$ cat src/lfu_kvc_pkg.sv
package lfu_kvc_pkg;

	localparam int KEY_W = 32;
	localparam int VAL_W = 32;
	localparam int CNT_W = 32;
	localparam int CAP_W = 5;
	localparam int OCC_W = 5;

	localparam logic [CAP_W-1:0] CAP_RESET  = 5'd16;
	localparam logic [CAP_W-1:0] CAP_MAX    = 5'd31;
	localparam logic [CNT_W-1:0] COUNT_MAX  = 32'hFFFF_FFFF;
	localparam logic [CNT_W-1:0] COUNT_ONE  = 32'd1;
	localparam logic [VAL_W-1:0] MISS_VALUE = 32'hFFFF_FFFF;

	localparam logic OP_GET = 1'b0;
	localparam logic OP_PUT = 1'b1;

	typedef enum logic [1:0] {
		ST_CLEAR,
		ST_IDLE,
		ST_SCAN,
		ST_WRITE
	} state_t;

	typedef struct packed {
		logic                    opcode;
		logic signed [KEY_W-1:0] lookup_key;
		logic signed [VAL_W-1:0] store_value;
	} req_t;

	typedef struct packed {
		logic                    hit;
		logic signed [VAL_W-1:0] read_value;
		logic                    evicted;
		logic signed [KEY_W-1:0] evicted_key;
	} rsp_t;

	typedef struct packed {
		logic                    valid;
		logic signed [KEY_W-1:0] key;
		logic signed [VAL_W-1:0] value;
		logic [CNT_W-1:0]        count;
	} entry_t;

endpackage

$ cat src/lfu_kvc_ram.sv
module lfu_kvc_ram #(
	parameter int WIDTH = 8,
	parameter int DEPTH = 16,
	parameter int AW    = (DEPTH > 1) ? $clog2(DEPTH) : 1
) (
	input  logic             clk,
	input  logic             we,
	input  logic [AW-1:0]    waddr,
	input  logic [WIDTH-1:0] wdata,
	input  logic             re,
	input  logic [AW-1:0]    raddr,
	output logic [WIDTH-1:0] rdata
);

	logic [WIDTH-1:0] mem [DEPTH];

	always_ff @(posedge clk) begin
		if (we) begin
			mem[waddr] <= wdata;
		end
		if (re) begin
			rdata <= mem[raddr];
		end
	end

endmodule

$ cat src/lfu_key_value_cache.sv
// LFU key/value cache. One request is taken when start is high and busy is low; its
// response appears on response after the scan and the write-back, marked by a one-cycle
// done strobe, and a new request may be started in that same cycle. The response cannot
// be held off. Each request reads every slot of the entry memory once through its single
// read port, then makes the decision and write-back in the write state and returns to idle
// to take the next request, so a new request is taken only after the last is written back.
// After reset the block sweeps the memory to clear the valid marks and stays busy while it
// does so. The capacity register may be written at any time the block is not busy; a put
// to a new key evicts the entry with the lowest use count (smallest signed key on a tie)
// once occupancy reaches the capacity.
module lfu_key_value_cache #(
	parameter int ENTRIES = 16
) (
	input  logic                                   clk,
	input  logic                                   arst_n,
	input  logic                                   start,
	output logic                                   busy,
	input  lfu_kvc_pkg::req_t                      request,
	output logic                                   done,
	output lfu_kvc_pkg::rsp_t                      response,
	input  logic                                   cfg_wr_en,
	input  logic [lfu_kvc_pkg::CAP_W-1:0]          cfg_wr_data
);

	import lfu_kvc_pkg::*;

	localparam int IDX_W   = (ENTRIES > 1) ? $clog2(ENTRIES) : 1;
	localparam int ENT_SAT = (ENTRIES > 31) ? 31 : ENTRIES;
	localparam logic [IDX_W-1:0] LAST_IDX = IDX_W'(ENTRIES - 1);
	localparam logic [CAP_W-1:0] ENT_CAP  = CAP_W'(ENT_SAT);

	state_t state_q, state_d;

	logic [CAP_W-1:0] cap_q;
	logic [OCC_W-1:0] occ_q;
	logic [IDX_W-1:0] clr_q;
	req_t             req_q;

	logic [IDX_W-1:0] rd_idx_q;
	logic             issue_q;
	logic             vld_s1;
	logic [IDX_W-1:0] idx_s1;

	logic                    match_q;
	logic [IDX_W-1:0]        m_idx_q;
	logic signed [VAL_W-1:0] m_val_q;
	logic [CNT_W-1:0]        m_cnt_q;

	logic                    vic_q;
	logic [IDX_W-1:0]        v_idx_q;
	logic signed [KEY_W-1:0] v_key_q;
	logic [CNT_W-1:0]        v_cnt_q;

	logic             free_q;
	logic [IDX_W-1:0] f_idx_q;

	logic             done_q;
	rsp_t             rsp_q;

	logic             mem_we;
	logic [IDX_W-1:0] mem_waddr;
	entry_t           mem_wdata;
	logic             mem_re;
	entry_t           mem_rdata;

	logic             accept;
	logic             scan_last;
	logic [CAP_W-1:0] cap_eff;
	logic             do_put;
	logic             full;
	logic             use_vic;
	logic             use_free;
	logic [CNT_W-1:0] bumped;
	rsp_t             rsp_d;

	lfu_kvc_ram #(
		.WIDTH($bits(entry_t)),
		.DEPTH(ENTRIES),
		.AW   (IDX_W)
	) u_ram (
		.clk  (clk),
		.we   (mem_we),
		.waddr(mem_waddr),
		.wdata(mem_wdata),
		.re   (mem_re),
		.raddr(rd_idx_q),
		.rdata(mem_rdata)
	);

	assign accept    = start && (state_q == ST_IDLE);
	assign scan_last = vld_s1 && (idx_s1 == LAST_IDX);

	assign cap_eff  = (cap_q > ENT_CAP) ? ENT_CAP : cap_q;
	assign do_put   = (req_q.opcode == OP_PUT) && (cap_eff != '0);
	assign full     = CAP_W'(occ_q) >= cap_eff;
	assign use_vic  = do_put && !match_q && full && vic_q;
	assign use_free = do_put && !match_q && !use_vic && free_q;
	assign bumped   = (m_cnt_q == COUNT_MAX) ? m_cnt_q : m_cnt_q + COUNT_ONE;

	always_comb begin
		state_d = state_q;
		unique case (state_q)
			ST_CLEAR: begin
				if (clr_q == LAST_IDX) begin
					state_d = ST_IDLE;
				end
			end
			ST_IDLE: begin
				if (start) begin
					state_d = ST_SCAN;
				end
			end
			ST_SCAN: begin
				if (scan_last) begin
					state_d = ST_WRITE;
				end
			end
			ST_WRITE: state_d = ST_IDLE;
			default:  state_d = ST_IDLE;
		endcase
	end

	always_comb begin
		busy      = 1'b1;
		mem_we    = 1'b0;
		mem_waddr = clr_q;
		mem_wdata = '0;
		mem_re    = 1'b0;
		rsp_d.hit         = match_q;
		rsp_d.read_value  = ((req_q.opcode == OP_GET) && match_q) ? m_val_q : MISS_VALUE;
		rsp_d.evicted     = use_vic;
		rsp_d.evicted_key = use_vic ? v_key_q : '0;
		unique case (state_q)
			ST_CLEAR: begin
				mem_we = 1'b1;
			end
			ST_IDLE: begin
				busy = 1'b0;
			end
			ST_SCAN: begin
				mem_re = issue_q;
			end
			ST_WRITE: begin
				mem_wdata.valid = 1'b1;
				mem_wdata.key   = req_q.lookup_key;
				if (match_q) begin
					mem_we          = (req_q.opcode == OP_GET) || do_put;
					mem_waddr       = m_idx_q;
					mem_wdata.value = do_put ? req_q.store_value : m_val_q;
					mem_wdata.count = bumped;
				end else begin
					mem_we          = use_vic || use_free;
					mem_waddr       = use_vic ? v_idx_q : f_idx_q;
					mem_wdata.value = req_q.store_value;
					mem_wdata.count = COUNT_ONE;
				end
			end
			default: begin
				busy = 1'b1;
			end
		endcase
	end

	always_ff @(posedge clk or negedge arst_n) begin
		if (!arst_n) begin
			state_q  <= ST_CLEAR;
			cap_q    <= CAP_RESET;
			occ_q    <= '0;
			clr_q    <= '0;
			issue_q  <= 1'b0;
			vld_s1   <= 1'b0;
			match_q  <= 1'b0;
			vic_q    <= 1'b0;
			free_q   <= 1'b0;
			done_q   <= 1'b0;
		end else begin
			state_q <= state_d;
			done_q  <= (state_q == ST_WRITE);
			if (cfg_wr_en) begin
				cap_q <= cfg_wr_data;
			end
			if (state_q == ST_CLEAR) begin
				clr_q <= clr_q + IDX_W'(1);
			end
			if (accept) begin
				issue_q <= 1'b1;
				vld_s1  <= 1'b0;
				match_q <= 1'b0;
				vic_q   <= 1'b0;
				free_q  <= 1'b0;
			end else if (state_q == ST_SCAN) begin
				vld_s1 <= issue_q;
				if (issue_q && (rd_idx_q == LAST_IDX)) begin
					issue_q <= 1'b0;
				end
				if (vld_s1) begin
					if (mem_rdata.valid && (mem_rdata.key == req_q.lookup_key) && !match_q) begin
						match_q <= 1'b1;
					end
					if (mem_rdata.valid && (!vic_q || (mem_rdata.count < v_cnt_q) ||
						((mem_rdata.count == v_cnt_q) && (mem_rdata.key < v_key_q)))) begin
						vic_q <= 1'b1;
					end
					if (!mem_rdata.valid && !free_q) begin
						free_q <= 1'b1;
					end
				end
			end else begin
				vld_s1 <= 1'b0;
			end
			if (use_free && (state_q == ST_WRITE)) begin
				occ_q <= occ_q + OCC_W'(1);
			end
		end
	end

	always_ff @(posedge clk) begin
		if (accept) begin
			req_q    <= request;
			rd_idx_q <= '0;
		end else if ((state_q == ST_SCAN) && issue_q && (rd_idx_q != LAST_IDX)) begin
			rd_idx_q <= rd_idx_q + IDX_W'(1);
		end
		if (state_q == ST_SCAN) begin
			idx_s1 <= rd_idx_q;
		end
		if ((state_q == ST_SCAN) && vld_s1) begin
			if (mem_rdata.valid && (mem_rdata.key == req_q.lookup_key) && !match_q) begin
				m_idx_q <= idx_s1;
				m_val_q <= mem_rdata.value;
				m_cnt_q <= mem_rdata.count;
			end
			if (mem_rdata.valid && (!vic_q || (mem_rdata.count < v_cnt_q) ||
				((mem_rdata.count == v_cnt_q) && (mem_rdata.key < v_key_q)))) begin
				v_idx_q <= idx_s1;
				v_key_q <= mem_rdata.key;
				v_cnt_q <= mem_rdata.count;
			end
			if (!mem_rdata.valid && !free_q) begin
				f_idx_q <= idx_s1;
			end
		end
		if (state_q == ST_WRITE) begin
			rsp_q <= rsp_d;
		end
	end

	assign done     = done_q;
	assign response = rsp_q;

`ifndef SYNTHESIS
	a_done_after_write: assert property (@(posedge clk) disable iff (!arst_n)
		done |-> $past(state_q == ST_WRITE))
		else $error("done without a write-back cycle");

	a_occ_bound: assert property (@(posedge clk) disable iff (!arst_n)
		int'(occ_q) <= ENTRIES)
		else $error("occupancy exceeds the number of slots");

	a_we_window: assert property (@(posedge clk) disable iff (!arst_n)
		mem_we |-> (state_q == ST_CLEAR || state_q == ST_WRITE))
		else $error("memory write outside clear or write-back");

	a_accept_busy: assert property (@(posedge clk) disable iff (!arst_n)
		(start && !busy) |=> busy)
		else $error("request accepted without going busy");

	a_no_evict_on_hit: assert property (@(posedge clk) disable iff (!arst_n)
		(state_q == ST_WRITE && match_q) |-> !use_vic && !use_free)
		else $error("insert chosen on a hit");
`endif

endmodule
$ cat config.mk
export PLATFORM = sky130hd
export DESIGN_NAME = lfu_key_value_cache
export DESIGN_NICKNAME = d
export VERILOG_FILES = /design/src/lfu_kvc_pkg.sv /design/src/lfu_kvc_ram.sv /design/src/lfu_key_value_cache.sv
export SDC_FILE = /design/constraint.sdc
export NUM_CORES = 2
export LEC_CHECK = 0
export BUFFER_PORTS_ARGS = -buffer_cell sky130_fd_sc_hd__buf_2
export CAP_MARGIN = 20
export CORE_MARGIN = 1.5
export CORE_UTILIZATION = 62
export DETAILED_ROUTE_END_ITERATION = 16
export PLACE_DENSITY = 0.84
export SLEW_MARGIN = 40
export SYNTH_ARGS = -nofsm -noshare
export SYNTH_HDL_FRONTEND = slang
export SYNTH_HIERARCHICAL = 1
export SYNTH_SLANG_ARGS = --single-unit
$ cat constraint.sdc
create_clock -name clk -period 15 [get_ports clk]
set_clock_uncertainty 0.2 [all_clocks]
set_input_delay 0.75 -clock clk [delete_from_list [all_inputs] [get_ports clk]]
set_output_delay 0.75 -clock clk [all_outputs]
set_load 0.02 [all_outputs]
* Yosys cells after proc, flatten, opt, wreduce, memory -nomap -nowiden
Memory sizes are Yosys's and may differ from the RTL's. A register that Yosys moved wholly into a read port is not among the register bits.
Index checks and enable logic that the tools add are counted.
** Operators by class
- $mul :: 0
- Reductions and logical operators :: 44
- Add/sub/neg operators :: 4
- Order comparisons :: 4
- Shift-type cells :: 0
- Mux-type cells :: 34
- Div/mod/pow operators :: 0
- Bitwise operators :: 1
- Equality and inequality tests :: 13
** Operator list (number)
- $mux W97 :: 1
- $eq A32 B32 Y1 :: 2
- $lt A32 B32 Y1 :: 2
- $mux W32 :: 2
- $mux W64 :: 1
- $add A32 B1 Y32 const B :: 1
- $eq A32 B32 Y1 const B :: 1
- $mux W1 :: 21
- $logic_and A1 B1 Y1 :: 19
- $eq A4 B4 Y1 const B :: 3
- $mux W4 :: 3
- $reduce_and A3 Y1 :: 4
- $reduce_bool A2 Y1 :: 6
- $add A4 B1 Y4 const B :: 2
- $pmux W2 S4 :: 1
- $reduce_and A2 Y1 :: 4
- $mux W2 :: 3
- $ne A2 B2 Y1 const B :: 3
- $add A5 B1 Y5 const B :: 1
- $ge A5 B5 Y1 :: 1
- $gt A5 B5 Y1 const B :: 1
- $logic_not A1 Y1 :: 5
- $mux W5 :: 1
- $reduce_bool A5 Y1 :: 1
- 7 further kinds :: 11
** Storage, ports and cells
- Logic and storage cells :: 127
- Bits in read-only memories :: 0
- Bits in writable memories :: 1552
- Flip-flop bits (word level) :: 301
- Bits in latches :: 0
- Input port bits :: 74
- Output and inout bits :: 68
- Memories :: 1
** Memories
- u_ram.mem :: depth 16, width 97, rd ports 1, clocked after memory_dff 1, write ports 1, RTL line lfu_kvc_ram.sv:15 : logic [WIDTH-1:0] mem [DEPTH];

* Longest topological paths before layout
- Word-level depth :: 15
- Depth in mapped cells :: 12

* Cells and area by module
Netlist, hierarchy kept.
** By module, submodules not included
- lfu_kvc_ram :: cells an instance 2484, times used 1, area an instance 60825.8 um2
- lfu_key_value_cache :: cells an instance 1065, times used 1, area an instance 13738.2 um2

* Worst setup path before layout
OpenSTA, ideal clock, no wires.
- Path kind :: register -> register
- Start :: reg state_q[0]
- End :: mem u_ram/mem[0][0] in the netlist's numbering (enable)
- Cell stages (with the launch flop) :: 8
- Buffers on the path :: 1
- Path slack :: 4.077 ns
- Library setup time :: 0.671 ns
- Required time :: 14.129 ns
- Arrival :: 10.052 ns
- Cell sequence :: dfrtp_1 > ha_1 > clkbuf_1 > o31ai_1 > a21oi_1 > o21ba_2 > or3b_2 > nor3_1
** Between the ends
- Longest elaborated chain between the ends :: 4
** Ends and longest elaborated chain
- from (decl) :: RTL line lfu_key_value_cache.sv:32 : state_t state_q, state_d;
- from (signal assigned) :: RTL line lfu_key_value_cache.sv:177 : state_q <= state_d;
- $eq A2 B2 Y1 or $logic_not A2 Y1 (tied branches) :: RTL line lfu_key_value_cache.sv:133 : unique case (state_q)
- $pmux W1 S2 * :: RTL line lfu_key_value_cache.sv:133
- named net mem_we :: RTL line lfu_key_value_cache.sv:60 : logic mem_we;
- $mux W1 * :: RTL line lfu_kvc_ram.sv:18 : if (we) begin
- $mux W1 (implied by the code) * :: RTL line lfu_kvc_ram.sv:19 : mem[waddr] <= wdata;
- to (decl) :: RTL line lfu_kvc_ram.sv:15
The timed path passes the listed nets; every way through them passes the cells marked *.

* Worst setup path in the final report
- Start :: reg cap_q[4]
- End :: mem u_ram/mem[14][23] in the netlist's numbering (enable)
** RTL lines
- from (decl) :: RTL line lfu_key_value_cache.sv:34 : logic [CAP_W-1:0] cap_q;
- from (signal assigned) :: RTL line lfu_key_value_cache.sv:180 : cap_q <= cfg_wr_data;
- $gt A5 B5 Y1 :: RTL line lfu_key_value_cache.sv:93 : assign cap_eff = (cap_q > ENT_CAP) ? ENT_CAP : cap_q;
- $mux W5 * :: RTL line lfu_key_value_cache.sv:93
- branches (longest 3 deep; another with $ge A5 B5 Y1)
- $logic_and A1 B1 Y1 * (2 in series) :: RTL line lfu_key_value_cache.sv:96 : assign use_vic = do_put && !match_q && full && vic_q;
- $mux W4 * :: RTL line lfu_key_value_cache.sv:153 : mem_waddr = use_vic ? v_idx_q : f_idx_q;
- $mux W4 * :: RTL line lfu_key_value_cache.sv:146 : if (match_q) begin
- $mux W4 * :: RTL line lfu_key_value_cache.sv:133
- named net mem_waddr[1] :: RTL line lfu_key_value_cache.sv:61 : logic [IDX_W-1:0] mem_waddr;
Mark *: on every way through the listed nets, which the timed path passes.

==> flow_summary.yaml <==
outcome:
  outcome: "finished, final reports clean"
sta:
  hold_viol_final: 0
  fin_ws_ns: 9.12
  report.final.slew_viol_count: 0
  timing.hold.ws_ns: 0.0688
  setup_tns_ns: 0
  fin_crit_ns: 5.88
  slew_headroom_pct: 39.5
  tightest_slew_ns: 0.907
  finalSetupViolCount: 0
  finalCritPeriodShare_pct: 39.2
  fmax_mhz: 170
  rsz0062_at_grt: "false"
setup_path:
  worst_setup_path_start_kind: "register"
  crit_top_cell: "buf_4"
  crit_start: "cap_q[4]"
  critPathMaxFanout: 47
  critPathCaptureType: "register"
  crit_chain: "nor2b_1 -> ha_1 -> nand2b_1 -> a31oi_1 -> o22ai_2 -> buf_4 -> and2_1 -> a211oi_1 -> o22ai_1 -> nand2b_1 -> nor2_4 -> buf_4 -> buf_4"
  slowest_delay_ns: 0.84
  worst_r2r_path_depth: 13
  arrival_ns: 6.11
  critPathSlowestCell: "buf_4"
  r2r_start: "cap_q[4]"
  path_class: "reg -> reg"
  worstPathRequired_ns: 15.23
logic_synthesis:
  synth_area_mm2: 0.0746
  ys_ff_latch: 1950
  yosys-top-cells-area: "edfxtp_1 (77%), mux4_2 (12%), a22oi_1 (2.0%)"
  syn_area_per_cell_um2: 21.0
  yosys.area.top_type: "edfxtp_1"
  synth_common_cells: "edfxtp_1 (1,924), mux4_2 (388), nand2_1 (200), a22oi_1 (194), clkbuf_1 (84)"
  synth_edf_count: 1924
  netlist_instances: 3549
  synth_xor_area_share_pct: 0.740
  synth_simple_gate_area_share_pct: 3.27
  synth_compound_area_share_pct: 3.13
  async_flop_share_pct: 1.13
  synth_most_common_cell: "edfxtp_1"
  synth_top_area_share_pct: 77.5
  ys.flop_type: "edfxtp_1"
  seq_area_frac_synth_pct: 78.3
  syn-num-nets: 3699
  synth_top_family_by_area: "multiplexers"
  yosysWarnings: 6
  synth_cell_types: 64
  synthMuxAreaShare_pct: 11.8
  synthAdderAreaFrac_pct: 1.28
cts:
  clkLatencyLatePin_ns: 0.82
  cts-root-buf: "clkbuf_16"
  post_cts_buffers: 0
  cts_tree: "done"
  cts_made_buffers: 176
  ctsResizeCount: 0
  htree_levels: 4
  postCtsHoldBufs: 70
  clock_sinks: 1950
  clk_transition_reported_paths_ns: 0.06
  cts_buffer_depth: 3
pwr:
  seq_power_share_pct: 48.9
  vdd.ir_drop.worst_mv: 0.220
  clock_power_share_pct: 31.7
  p_per_area_mw_per_mm2: 170
  swShare_pct: 29.0
  p_leak_nw: 27.2
  p_int_mw: 10.2
  combPwrFrac_pct: 19.4
  p_sw_mw: 4.15
placement:
  io_buffers: 141
  place_hpwl_um: 101000
  post-place-ws_ns: 9.41
  gp_congestion: 0.831
floorplanning:
  rows: 127
  pin_count: 142
  dieWidth_um: 350
  initial_core_util_pct: 62.3
  core-area_mm2: 0.120
  die_y_um: 350
  dieArea_mm2: 0.122
final_layout:
  fillers: 6233
  syn_to_final_growth_pct: 12.9
  nets: 4005
  final_util_pct: 70.4
  layout-drive-gt1-share_pct: 24.4
worst_hold_path:
  min_from: "start"
  holdCritPathClass: "in -> reg"
  whs_path_depth: 3
global_route:
  grt_usage_pct: 35.6
  grt_pass1_vias: 41283
  antenna_found_initial: 7
  grt_max_degree: 131
  grt_first_pass_wirelength_um: 304000
  grt-ovfl-total: 0
routing:
  wl_per_cell_um: 38.9
  antenna_left: 0
  finalWirelength_um: 218000
  drc: 0
  viasPerCell: 7.41
  drt-initial-drc-count: 8027
  vias: 41557
  dr.pass1.iters: 8
flow_run:
  drv_cap: 0
## worst paths after layout
check | end | slack, ns
worst max register to register | u_ram/mem[14][23] | 9.12
worst min register to register | m_val_q[15] | 0.22
max in group asynchronous | cap_q[4] | 13.95
min in group asynchronous | done | 0.25
worst min-delay path | state_q[0] | 0.07
worst max-delay path | u_ram/mem[14][23] | 9.12
## power by group through the flow
stage                     clock, mW  sequential, mW  combinational (mW)
after floorplan                   0            7.02                1.74
after global placement            0            7.07                2.38
after detailed placement          0            7.08                2.53
after CTS                      4.48            6.99                2.65
after global routing           4.71            7.00                2.88
final                          4.54            6.99                2.78
## area by class of cell
cell class              count  area [µm²]  share of cell area (%)
flip-flops and latches   1950       58400                    69.4
clock buffers             210        4670                    5.54
clock inverters           110         892                    1.06
diodes                      2        5.00                 0.00594
well taps                1612        2020                    2.40
multi-input cells        1351       15500                    18.4
repair buffers            295        2380                    2.83
inverters                  81         310                   0.369
## metal layers
layer  up-vias  wire length (µm)  global-route usage [%]
met5         -                 0                       0
met4         0             12400                    16.6
met3       885             32600                    9.02
met2      4743            106000                    57.5
met1     20681             67600                    46.0
li1      15248                 -                       -
## state kept, by name, summed over array words and instances (netlist names), 4 cells and up
register,flops
cap_q,5
clr_q,4
f_idx_q,4
idx_s1,4
m_cnt_q,32
m_idx_q,4
m_val_q,32
occ_q,5
rd_idx_q,4
req_q,65
response,66
u_ram/mem,1552
u_ram/rdata,97
v_cnt_q,32
v_idx_q,4
v_key_q,32
## worst max-delay path: cells and delay by family (launching register included)
family / cells / cell delay (ns)
simple gates: 5 / 1.41
compound gates: 4 / 0.99
flops: 1 / 0.57
fa+ha+maj: 1 / 0.26
buf+inv: 3 / 2.01
## metrics by stage
stage                     power [mW]  cell area [µm²]  instances
after floorplan                 8.76            74600       3549
after global placement          9.45            77300       5206
after detailed placement        9.60            77600       5211
after CTS                       14.1            83900       5601
after global routing            14.6            84200       5609
final                           14.3            84200       5611
## cells by family (layout without fill, tap and decap cells)
logic type	count (synthesis)	after routing
XOR/XNOR	63	63
adder cells (fa/ha/maj)	76	76
other	0	2
flip-flops	1950	1950
AO/OA/AOI/OAI	328	328
buffers and inverters	248	696
AND/OR/NAND/NOR	489	489
multiplexers	395	395
## cells in the final DEF (no fill, tap or decap), types with 44 or more instances in the layout
cell	n
edfxtp_1	1924
mux4_2	388
nand2_1	200
a22oi_1	194
clkbuf_16	182
buf_2	140
inv_1	79
ha_1	75
dlygate4sd3_1	70
or3_1	44
No activity file was read; power rests on OpenSTA's default activity.
